## config.mk

```make
export PLATFORM = sky130hd
export DESIGN_NAME = aig_binary_and_delta_decoder
export DESIGN_NICKNAME = d
export VERILOG_FILES = /design/src/hw/rtl/aigd_pkg.sv /design/src/hw/rtl/aigd_cfg_regs.sv /design/src/hw/rtl/aigd_step.sv /design/src/hw/rtl/aigd_out_reg.sv /design/src/hw/rtl/aig_binary_and_delta_decoder.sv
export SDC_FILE = /design/constraint.sdc
export NUM_CORES = 1
export LEC_CHECK = 0
export BUFFER_PORTS_ARGS = -buffer_cell sky130_fd_sc_hd__buf_4
export CAP_MARGIN = 20
export CELL_PAD_IN_SITES_DETAIL_PLACEMENT = 1
export CELL_PAD_IN_SITES_GLOBAL_PLACEMENT = 1
export CORE_AREA = 3 3 172 258
export CTS_CLUSTER_SIZE = 10
export DETAILED_ROUTE_END_ITERATION = 7
export DIE_AREA = 0 0 175 261
export MAX_ROUTING_LAYER = met4
export PLACE_DENSITY_LB_ADDON = 0.08
export REMOVE_ABC_BUFFERS = 1
export SYNTH_ARGS = -nofsm -noshare
export SYNTH_HDL_FRONTEND = slang
export SYNTH_HIERARCHICAL = 1
export SYNTH_SLANG_ARGS = --single-unit
export TNS_END_PERCENT = 50
```

## constraint.sdc

```tcl
create_clock -name clk -period 12.55 [get_ports clk]
set_input_delay 0.6275 -clock clk [delete_from_list [all_inputs] [get_ports clk]]
set_output_delay 0.6275 -clock clk [all_outputs]
set_load 0.01 [all_outputs]
```

## src/hw/rtl/aigd_pkg.sv

```systemverilog
`default_nettype none

package aigd_pkg;

	// Widths fixed by the stream format.
	localparam int OUT_W      = 32;
	localparam int CNT_W      = 28;
	localparam int CFG_IDX_W  = 2;
	localparam int STATUS_W   = 2;
	localparam int GROUP_BITS = 7;

	localparam int DEFAULT_LITERAL_WIDTH = 32;

	// Configuration register indexes.
	typedef enum logic [CFG_IDX_W-1:0] {
		REG_INPUT_COUNT = 2'd0,
		REG_LATCH_COUNT = 2'd1,
		REG_AND_COUNT   = 2'd2
	} cfg_reg_t;

	// Result status codes.
	typedef enum logic [STATUS_W-1:0] {
		STATUS_OK        = 2'd0,
		STATUS_DELTA_BIG = 2'd1,
		STATUS_OVERFLOW  = 2'd2,
		STATUS_EARLY_END = 2'd3
	} status_t;

	typedef struct packed {
		logic [CNT_W-1:0] input_count;
		logic [CNT_W-1:0] latch_count;
		logic [CNT_W-1:0] and_count;
	} cfg_t;

	typedef struct packed {
		logic [OUT_W-1:0] gate_literal;
		logic [OUT_W-1:0] fanin_first;
		logic [OUT_W-1:0] fanin_second;
		status_t          status;
		logic             last_gate;
	} result_t;

endpackage

`default_nettype wire

```

## src/hw/rtl/aigd_cfg_regs.sv

```systemverilog
`default_nettype none

module aigd_cfg_regs (
	input  wire logic                          clk,
	input  wire logic                          arst_n,
	input  wire logic                          cfg_valid,
	output logic                               cfg_ready,
	input  wire logic [aigd_pkg::CFG_IDX_W-1:0] cfg_index,
	input  wire logic [aigd_pkg::CNT_W-1:0]     cfg_data,
	output aigd_pkg::cfg_t                     cfg
);
	import aigd_pkg::*;

	cfg_t cfg_q;

	assign cfg_ready = 1'b1;
	assign cfg       = cfg_q;

	// Writes to an index beyond the register list are dropped.
	always_ff @(posedge clk or negedge arst_n) begin
		if (!arst_n) begin
			cfg_q <= '0;
		end else if (cfg_valid) begin
			unique case (cfg_index)
				REG_INPUT_COUNT: cfg_q.input_count <= cfg_data;
				REG_LATCH_COUNT: cfg_q.latch_count <= cfg_data;
				REG_AND_COUNT:   cfg_q.and_count   <= cfg_data;
				default: ;
			endcase
		end
	end

endmodule

`default_nettype wire

```

## src/hw/rtl/aigd_step.sv

```systemverilog
`default_nettype none

module aigd_step #(
	parameter int LITERAL_WIDTH = aigd_pkg::DEFAULT_LITERAL_WIDTH
) (
	input  wire logic           clk,
	input  wire logic           arst_n,
	input  wire logic           fire,
	input  wire logic [7:0]     data_byte,
	input  wire logic           end_of_data,
	input  wire aigd_pkg::cfg_t cfg,
	output logic                res_valid,
	output aigd_pkg::result_t   res
);
	import aigd_pkg::*;

	localparam int FULL_GROUPS = LITERAL_WIDTH / GROUP_BITS;
	localparam int IDX_W       = $clog2(FULL_GROUPS + 1);
	localparam int SHA_W       = $clog2(GROUP_BITS * FULL_GROUPS + 1);
	localparam int SH_W        = LITERAL_WIDTH + GROUP_BITS;
	localparam int SUM_W       = CNT_W + 1;
	localparam logic [7:0] TOP_LIMIT = 8'(1 << (LITERAL_WIDTH % GROUP_BITS));

	logic [LITERAL_WIDTH-1:0] partial_q, gate_q, hold_q;
	logic [IDX_W-1:0]         idx_q;
	logic                     phase_q;
	logic [CNT_W-1:0]         left_q;

	logic [LITERAL_WIDTH-1:0] partial_b, gate_b, hold_b, gate_load, new_partial;
	logic [IDX_W-1:0]         idx_b;
	logic                     phase_b, start;
	logic [CNT_W-1:0]         left_b;
	logic [SUM_W-1:0]         base_sum;
	logic [SHA_W-1:0]         shamt;
	logic [SH_W-1:0]          shifted;

	logic [LITERAL_WIDTH-1:0] partial_d, gate_d, hold_d;
	logic [IDX_W-1:0]         idx_d;
	logic                     phase_d;
	logic [CNT_W-1:0]         left_d;
	logic                     emit;
	status_t                  st;
	logic [LITERAL_WIDTH-1:0] f0, f1;
	logic                     last;

	// First gate literal of a run: 2 * (1 + inputs + latches).
	assign base_sum  = SUM_W'(cfg.input_count) + SUM_W'(cfg.latch_count) + SUM_W'(1);
	assign gate_load = LITERAL_WIDTH'({base_sum, 1'b0});

	assign start     = (left_q == '0);
	assign gate_b    = start ? gate_load : gate_q;
	assign hold_b    = start ? '0 : hold_q;
	assign left_b    = start ? cfg.and_count : left_q;
	assign partial_b = start ? '0 : partial_q;
	assign idx_b     = start ? '0 : idx_q;
	assign phase_b   = start ? 1'b0 : phase_q;

	assign shamt       = SHA_W'(idx_b) * SHA_W'(GROUP_BITS);
	assign shifted     = SH_W'(data_byte[6:0]) << shamt;
	assign new_partial = partial_b | shifted[LITERAL_WIDTH-1:0];

	always_comb begin
		partial_d = partial_b;
		idx_d     = idx_b;
		phase_d   = phase_b;
		gate_d    = gate_b;
		hold_d    = hold_b;
		left_d    = left_b;
		emit      = 1'b0;
		st        = STATUS_OK;
		f0        = phase_b ? hold_b : '0;
		f1        = '0;
		last      = 1'b0;
		if (left_b == '0) begin
			// Empty run: the item is dropped.
			emit = 1'b0;
		end else if (end_of_data) begin
			emit = 1'b1;
			st   = STATUS_EARLY_END;
		end else if (idx_b >= IDX_W'(FULL_GROUPS) && data_byte >= TOP_LIMIT) begin
			emit = 1'b1;
			st   = STATUS_OVERFLOW;
		end else if (data_byte[7]) begin
			partial_d = new_partial;
			idx_d     = idx_b + IDX_W'(1);
		end else begin
			partial_d = '0;
			idx_d     = '0;
			if (!phase_b) begin
				if (new_partial > gate_b) begin
					emit = 1'b1;
					st   = STATUS_DELTA_BIG;
				end else begin
					hold_d  = gate_b - new_partial;
					phase_d = 1'b1;
				end
			end else if (new_partial > hold_b) begin
				emit = 1'b1;
				st   = STATUS_DELTA_BIG;
			end else begin
				emit    = 1'b1;
				f1      = hold_b - new_partial;
				last    = (left_b == CNT_W'(1));
				phase_d = 1'b0;
				left_d  = left_b - CNT_W'(1);
				gate_d  = gate_b + LITERAL_WIDTH'(2);
			end
		end
		// Any error sends the decoder back to the start of a run.
		if (emit && st != STATUS_OK) begin
			partial_d = '0;
			idx_d     = '0;
			phase_d   = 1'b0;
			left_d    = '0;
		end
	end

	always_ff @(posedge clk or negedge arst_n) begin
		if (!arst_n) begin
			partial_q <= '0;
			idx_q     <= '0;
			phase_q   <= 1'b0;
			gate_q    <= '0;
			hold_q    <= '0;
			left_q    <= '0;
		end else if (fire) begin
			partial_q <= partial_d;
			idx_q     <= idx_d;
			phase_q   <= phase_d;
			gate_q    <= gate_d;
			hold_q    <= hold_d;
			left_q    <= left_d;
		end
	end

	assign res_valid        = emit;
	assign res.gate_literal = OUT_W'(gate_b);
	assign res.fanin_first  = OUT_W'(f0);
	assign res.fanin_second = OUT_W'(f1);
	assign res.status       = st;
	assign res.last_gate    = last;

endmodule

`default_nettype wire

```

## src/hw/rtl/aigd_out_reg.sv

```systemverilog
`default_nettype none

module aigd_out_reg (
	input  wire logic              clk,
	input  wire logic              arst_n,
	input  wire logic              take,
	input  wire logic              res_valid,
	input  wire aigd_pkg::result_t res,
	output logic                   space,
	output logic                   out_valid,
	input  wire logic              out_ready,
	output aigd_pkg::result_t      out_res
);
	import aigd_pkg::*;

	logic    valid_q;
	result_t res_q;

	assign space     = !valid_q || out_ready;
	assign out_valid = valid_q;
	assign out_res   = res_q;

	always_ff @(posedge clk or negedge arst_n) begin
		if (!arst_n) begin
			valid_q <= 1'b0;
		end else if (space) begin
			valid_q <= take && res_valid;
		end
	end

	always_ff @(posedge clk) begin
		if (space && take && res_valid) begin
			res_q <= res;
		end
	end

endmodule

`default_nettype wire

```

## src/hw/rtl/aig_binary_and_delta_decoder.sv

```systemverilog
// Delta decoder for the and-gate section of a binary and-inverter-graph file.
// Bytes of the gate section enter on the s_axis stream, one item per byte;
// tuser bit 0 flags end of data, in which case the byte is ignored. Each
// decoded gate leaves on the m_axis stream as its gate literal and both fanin
// literals in tdata, a status code in tuser and tlast on the final gate of a
// run. Errors (delta larger than its base, a number too long for the literal
// width, end of data before all gates) leave as one item with a nonzero
// status, after which the decoder waits for a new run.
// The cfg channel writes input_count, latch_count and and_count; they are
// sampled when a run starts, so write them only while the decoder is idle.
// Throughput is one byte per clock cycle while the receiver keeps up: the whole
// step (shift, OR, compare and subtract) sits between the input register and
// the result register. A byte is registered in the input register on accept;
// its result, if any, passes on into the output register. When the receiver
// stalls, the result holds there and the input side keeps accepting until
// the input register also fills. Reset clears all counters, the run state and
// the configuration registers to zero; no item is pending afterwards.
`default_nettype none

module aig_binary_and_delta_decoder #(
	parameter int LITERAL_WIDTH = aigd_pkg::DEFAULT_LITERAL_WIDTH
) (
	input  wire logic                           clk,
	input  wire logic                           arst_n,
	input  wire logic                           s_axis_tvalid,
	output logic                                s_axis_tready,
	input  wire logic [7:0]                     s_axis_tdata,  // [7:0] data_byte
	input  wire logic [0:0]                     s_axis_tuser,  // [0] end_of_data
	output logic                                m_axis_tvalid,
	input  wire logic                           m_axis_tready,
	// [31:0] gate_literal, [63:32] fanin_first, [95:64] fanin_second
	output logic [3*aigd_pkg::OUT_W-1:0]        m_axis_tdata,
	output logic [aigd_pkg::STATUS_W-1:0]       m_axis_tuser,  // [1:0] status
	output logic                                m_axis_tlast,  // last_gate
	input  wire logic                           cfg_valid,
	output logic                                cfg_ready,
	input  wire logic [aigd_pkg::CFG_IDX_W-1:0] cfg_index,
	input  wire logic [aigd_pkg::CNT_W-1:0]     cfg_data
);
	import aigd_pkg::*;

	cfg_t    cfg;
	result_t res, out_res;
	logic    res_valid, space, fire;

	// Input register stage.
	logic       valid_s1;
	logic [7:0] byte_s1;
	logic       eod_s1;

	assign s_axis_tready = !valid_s1 || space;
	assign fire          = valid_s1 && space;

	always_ff @(posedge clk or negedge arst_n) begin
		if (!arst_n) begin
			valid_s1 <= 1'b0;
		end else if (s_axis_tready) begin
			valid_s1 <= s_axis_tvalid;
		end
	end

	always_ff @(posedge clk) begin
		if (s_axis_tvalid && s_axis_tready) begin
			byte_s1 <= s_axis_tdata;
			eod_s1  <= s_axis_tuser[0];
		end
	end

	aigd_cfg_regs u_cfg (
		.clk       (clk),
		.arst_n    (arst_n),
		.cfg_valid (cfg_valid),
		.cfg_ready (cfg_ready),
		.cfg_index (cfg_index),
		.cfg_data  (cfg_data),
		.cfg       (cfg)
	);

	aigd_step #(
		.LITERAL_WIDTH (LITERAL_WIDTH)
	) u_step (
		.clk         (clk),
		.arst_n      (arst_n),
		.fire        (fire),
		.data_byte   (byte_s1),
		.end_of_data (eod_s1),
		.cfg         (cfg),
		.res_valid   (res_valid),
		.res         (res)
	);

	aigd_out_reg u_out (
		.clk       (clk),
		.arst_n    (arst_n),
		.take      (fire),
		.res_valid (res_valid),
		.res       (res),
		.space     (space),
		.out_valid (m_axis_tvalid),
		.out_ready (m_axis_tready),
		.out_res   (out_res)
	);

	assign m_axis_tdata = {out_res.fanin_second, out_res.fanin_first, out_res.gate_literal};
	assign m_axis_tuser = out_res.status;
	assign m_axis_tlast = out_res.last_gate;

endmodule

`default_nettype wire

```

## Word-level counts from Yosys, hierarchy flattened

Index checks and enable logic that the tools add are counted.

| word-level totals | value |
|---|---|
| logic and storage cells | 111 |
| flip-flop bits (word level) | 322 |
| output and inout port bits | 102 |

| cells by class | value |
|---|---|
| eq/ne operators | 3 |
| shifts and indexed selects | 1 |
| multipliers | 1 |
| $add $sub $neg | 7 |
| multiplexer cells | 56 |
| bitwise gates (word level) | 2 |
| order comparisons | 4 |
| reductions and logical operators | 19 |

Operator list:

| operator | number |
|---|---|
| $mux W32 | 20 |
| $mux W28 | 8 |
| $gt A32 B32 Y1 | 2 |
| $sub A32 B32 Y32 | 2 |
| $logic_not A28 Y1 | 2 |
| $add A32 B2 Y32 const B | 1 |
| $or A32 B32 Y32 | 1 |
| $shl A7 B5 Y32 | 1 |
| $add A28 B28 Y29 | 1 |
| $add A29 B1 Y29 const B | 1 |
| $eq A28 B1 Y1 const B | 1 |
| $sub A28 B1 Y28 const B | 1 |
| $mux W3 | 6 |
| $mux W1 | 17 |
| $mux W2 | 5 |
| $ge A8 B5 Y1 const B | 1 |
| $logic_and A1 B1 Y1 | 7 |
| $reduce_and A2 Y1 | 3 |
| $reduce_or A6 Y1 | 1 |
| $mul A3 B3 Y5 const B | 1 |
| $add A3 B1 Y3 const B | 1 |
| $ge A3 B3 Y1 const B | 1 |
| $eq A2 B1 Y1 const B | 1 |
| $eq A2 B2 Y1 const B | 1 |
| other kinds (5) | 7 |

## Longest topological paths before layout

| logic depth | value |
|---|---|
| word-level depth | 15 |
| mapped depth | 36 |
| mapped depth without buffers | 27 |

## Modules after synthesis

The synthesis kept the hierarchy.

Modules (own cells, without submodules):

| module | cells an instance | area an instance (µm²) | instances | seq. area each (µm²) |
|---|---|---|---|---|
| aigd_step | 1732 | 13467.9 | 1 | 3203.1 |
| aigd_cfg_regs | 182 | 3384.5 | 1 | 2102.0 |
| aigd_out_reg | 104 | 3032.9 | 1 | 2997.9 |
| aig_binary_and_delta_decoder | 14 | 330.3 | 1 | 295.3 |

## Worst setup path before layout

No wires, ideal clock.

| path | value |
|---|---|
| kind | register to register |
| start point | register u_step.left_q[19] |
| end point | register u_out.res_q, in the netlist u_out/out_res[0] (enable) |
| slack | 3.421 ns |
| cell stages (with the launch flop) | 34 |
| arrival | 8.704 ns |
| library setup time | 0.425 ns |
| cell sequence | dfrtp_1 > nor4_1 > and4b_1 > nand3_1 > buf_2 > clkbuf_1 > clkbuf_1 > clkbuf_1 > clkbuf_1 > clkbuf_1 > clkbuf_1 > clkbuf_1 > nand2_1 > ha_1 > inv_1 > fa_1 > xor2_1 > nor3_1 > a21o_1 > ha_1 > inv_1 > fa_1 > a21o_1 > a311o_1 > a21o_1 > a21o_1 > a21oi_1 > a211oi_1 > a211oi_1 > a21oi_1 > o21a_1 > nor2_1 > nand2_1 > nor2b_4 |

| on the way | value |
|---|---|
| word-level cells in the longest chain between the ends | 13 |
| elaborated cells on any way between the ends | 20 |
| classes of those cells | mul (1); order compare (2); shift (1); mux (11); bitwise (1); reduce/logical (4) |

Ends and longest elaborated chain:

| item | RTL line | source |
|---|---|---|
| start, declared | aigd_step.sv:27 | `logic [CNT_W-1:0] left_q;` |
| start signal, assigned | aigd_step.sv:132 | `left_q <= left_d;` |
| $logic_not A28 Y1 | aigd_step.sv:50 | `assign start = (left_q == '0);` |
| $mux W3 | aigd_step.sv:55 | `assign idx_b = start ? '0 : idx_q;` |
| $mul A3 B3 Y5 | aigd_step.sv:58 | `assign shamt = SHA_W'(idx_b) * SHA_W'(GROUP_BITS);` |
| $shl A7 B5 Y32 | aigd_step.sv:59 | `assign shifted = SH_W'(data_byte[6:0]) << shamt;` |
| $or A32 B32 Y32 | aigd_step.sv:60 | `assign new_partial = partial_b \| shifted[LITERAL_WIDTH-1:0];` |
| $gt A32 B32 Y1 | aigd_step.sv:90 | `if (new_partial > gate_b) begin` |
| $mux W1 | aigd_step.sv:90 |  |
| $mux W1 | aigd_step.sv:89 | `if (!phase_b) begin` |
| $mux W1 | aigd_step.sv:83 | `end else if (data_byte[7]) begin` |
| $mux W1 | aigd_step.sv:80 | `end else if (idx_b >= IDX_W'(FULL_GROUPS) && data_byte >= TOP_LIMIT) begin` |
| $mux W1 | aigd_step.sv:77 | `end else if (end_of_data) begin` |
| $mux W1 * | aigd_step.sv:74 | `if (left_b == '0) begin` |
| named net res_valid | aig_binary_and_delta_decoder.sv:44 | `logic res_valid, space, fire;` |
| $logic_and A1 B1 Y1 * | aigd_out_reg.sv:32 | `if (space && take && res_valid) begin` |
| end signal, assigned | aigd_out_reg.sv:33 | `res_q <= res;` |
| end, declared | aigd_out_reg.sv:17 | `result_t res_q;` |

The timed path passes the listed nets; every way through them passes the cells marked *.
A chain may end at the register's enable or synchronous reset.

## Worst setup path after layout

| path | value |
|---|---|
| start point | register u_step.left_q[15] |
| end point | register u_out.res_q, in the netlist u_out/out_res[97] (enable) |

Same word-level chain as after synthesis.

==> run_results.csv <==
group,metric,value,unit
cts,htree_levels,2,
cts,clock_latency,550,ps
final_layout,drive_above_1_share,16.94,%
final_layout,synthToLayoutAreaGrowth,13.40,%
cts,cts_buffer_depth,3,
placed_design,place_inst,2665,
grt,grt_first_pass_wirelength,99650,µm
sta,max_freq,0.1078,GHz
drt,first_pass_iters,5,
pwr,leakage,10.12,nW
drt,drt-total-wl,63970,µm
grt,track_usage,28.47,%
cts,clock-root-buffer,"clkbuf_16",
cts,cts_resized,0,
cts,cts_inserted_buffers,39,
floorplanning,fp.dieH,261,µm
placed_design,place_area,21740,µm²
sta,skew,19.07,ps
pwr,seq_power_share,23.6,%
final_layout,multi_input_area,10950,µm²
final_layout,nFillCells,4737,
floorplanning,start_util,47.98,%
cts,cts_tree,"yes",
yosys,syn_inst,2032,
hold_path,hp-class,"in2async",
final_layout,final_area,22920,µm²
placed_design,dp_slack,3268,ps
placed_design,place_hpwl,48000,µm
sta,worstMarginPinSlew,1057,ps
yosys,avgSynthCellArea,9.949,µm²
sta,period_minus_slack,9275,ps
run,drv_cap,0,
critical_path,arrival,9430,ps
sta,setup_viol,0,
drt,drt-initial-drc-count,792,
floorplanning,die_width,175,µm
sta,finalCritPeriodShare,73.91,%
pwr,p_int,0.003878,W
cts,holdBufCountCts,0,
pwr,power_frac_comb,61.8,%
final_layout,layout_commonest_cell,"dfrtp_1",
floorplanning,design.die.area,45680,µm²
floorplanning,core,42130,µm²
final_layout,layout_common_cells,"214 x dfrtp_1, 171 x a21oi_1, 168 x buf_4",
grt,grt_pass1_vias,17650,
final_layout,instances_no_fill,2731,
floorplanning,rows,92,
yosys,synthesis.area,20220,µm²
pwr,p_sw_share,46.18,%
sta,drv_slew,0,
drt,ant_nets,0,
pwr,total_power,0.007206,W
final_layout,regArea,8598,µm²
yosys,yosysWarningCount,6,
floorplanning,design.portCount,146,
cts,path_clk_slew,60,ps
sta,hold_viol,0,
pwr,pwr-share-clk,14.6,%
yosys,ys_types,94,
critical_path,endpoint_kind,"register",
critical_path,required,12710,ps
pwr,p_switching,0.003328,W
yosys,yosysSeqAreaShare,42.53,%
yosys,synthFlopType,"dfrtp_1",
final_layout,nets,2289,
sta,layout_setup_ws,3275,ps
critical_path,crit_type,"reg2reg",
sta,rsz0062_at_grt,"no",
critical_path,worstSetupStartpointType,"register",
sta,slew_headroom,27.70,%
drt,vias,16620,
drt,routedWlPerCell,23.42,µm
pwr,peakVddDrop,0.0001312,V
drt,drc,0,
placed_design,port_buffers,144,
critical_path,cp_max_fo,81,
run_status,status,"finished clean",
yosys,synth-seq-cells,322,
cts,cts.sinks,322,
drt,viasPerCell,6.085,
cts,cts_setup_buffers,0,
grt,grt_max_degree,92,
yosys,synthArstFlopShare,66.46,%
grt,antenna_found_initial,1,
pwr,powerDensity,314.3,nW/µm²
grt,overflow,0,
placed_design,place.gp.congestion,0.9701,
yosys,synth_edf_count,108,
## power groups by stage
stage / Clock, W / Sequential, W / Combinational, W
finish: 0.00105 / 0.00170 / 0.00445
global placement: 0 / 0.00171 / 0.00425
global route: 0.00112 / 0.00174 / 0.00488
floorplan: 0 / 0.00172 / 0.00302
detailed placement: 0 / 0.00173 / 0.00439
CTS: 0.00108 / 0.00171 / 0.00442
## layer usage
| layer | GRT usage (%) | wire length [µm] | vias up |
|---|---|---|---|
| met2 | 53.38 | 34820 | 326 |
| met5 | - | 0 | - |
| met1 | 30.36 | 24390 | 8416 |
| met3 | 2.887 | 1866 | 133 |
| li1 | - | - | 7744 |
| met4 | 12.27 | 2903 | 0 |
## flip-flops by register name (all words and copies together) (netlist names), 3 cells and up
| name | flops |
|---|---|
| u_cfg/cfg | 84 |
| u_step/gate_q | 32 |
| byte_s1 | 8 |
| u_step/partial_q | 32 |
| u_out/out_res | 99 |
| u_step/left_q | 28 |
| u_step/idx_q | 3 |
| u_step/hold_q | 32 |
## path summary, 6_finish.rpt
path | slack (ps) | end | from | cells after the start
max | 3270 | u_out/out_res[97] | u_step/left_q[15] | 26
min in group clk | 270 | byte_s1[1] | s_axis_tdata[1] | 1
min | 80 | u_cfg/cfg[80] | arst_n | 1
min reg2reg | 490 | u_step/partial_q[31] | u_step/partial_q[31] | 2
max reg2reg | 3270 | u_out/out_res[97] | u_step/left_q[15] | 26
max in group asynchronous | 10360 | u_cfg/cfg[10] | arst_n | 3
## layout make-up
cell class / instances / share of cell area, %
Clock inverter: 2 / 0.06004
Multi-Input combinational cell: 1553 / 47.77
Inverter: 57 / 0.9333
Sequential cell: 322 / 37.51
Timing Repair Buffer: 171 / 5.709
Antenna cell: 1 / 0.01092
Clock buffer: 61 / 4.934
Tap cell: 564 / 3.078
## critical path: stages (launching register included)
cell and delay (ps):
dfrtp_1 440, or4_4 600, nor4_4 460, nand3_4 400, nand2_1 300, inv_1 100
maj3_1 380, fa_1 460, xor2_1 290, nor3_1 470, a21o_1 240, ha_1 180
inv_1 60, fa_1 400, a21o_1 210, a311o_1 380, a21o_1 210, a21o_1 230
a21oi_1 380, a211oi_1 200, a211oi_1 450, a21oi_1 120, o21a_1 210, nor2_1 80
nand2_1 120, nor2b_4 560, buf_4 850
## logic make-up (layout without fill, tap and decap cells)
logic type      count (synthesis)  after routing  share of synthesized area (%)
xor+xnor                       92             92                          3.986
other cells                     1              2                        0.01855
fa+ha+maj                     102            102                          6.449
buf+inv                       157            291                          3.497
simple gates                  631            631                          16.25
flops                         322            322                          42.53
mux                           117            117                          7.241
compound gates                610            610                          20.03
## stage by stage
| stage | TNS, ps | hold WS (ps) | utilization (%) |
|---|---|---|---|
| final | 0 | 76.83 | 54.41 |
| after global routing | 0 | 134.2 | 54.41 |
| after CTS | 0 | 130.3 | 54.33 |
| after detailed placement | 0 | 478.8 | 51.61 |
| after global placement | 0 | 463.3 | 51.61 |
| after floorplan | -827.7 | 331.9 | - |
## synth_stat cells (21+ instances only)
library cell    n  area, µm²
xnor2_1        63      551.8
mux2_4         43      645.6
nor2_1        158      593.1
nor3_1         36      180.2
nand3_1        55      275.3
nand2_1       137      514.2
clkbuf_1       77      289.0
or3_1          21      131.4
a22o_1         45      394.1
o21ai_0       115      575.6
and3_1         50      312.8
edfxtp_1      108       3243
nor4_1         21      131.4
mux2_2         62      698.2
dfrtp_1       214       5355
xor2_1         29      254.0
a21oi_1       171      855.8
a21o_1         79      593.1
a31oi_1        21      131.4
inv_1          56      210.2
ha_1           97       1214
and2_1         48      300.3
No activity file was read; power rests on OpenSTA's default activity.
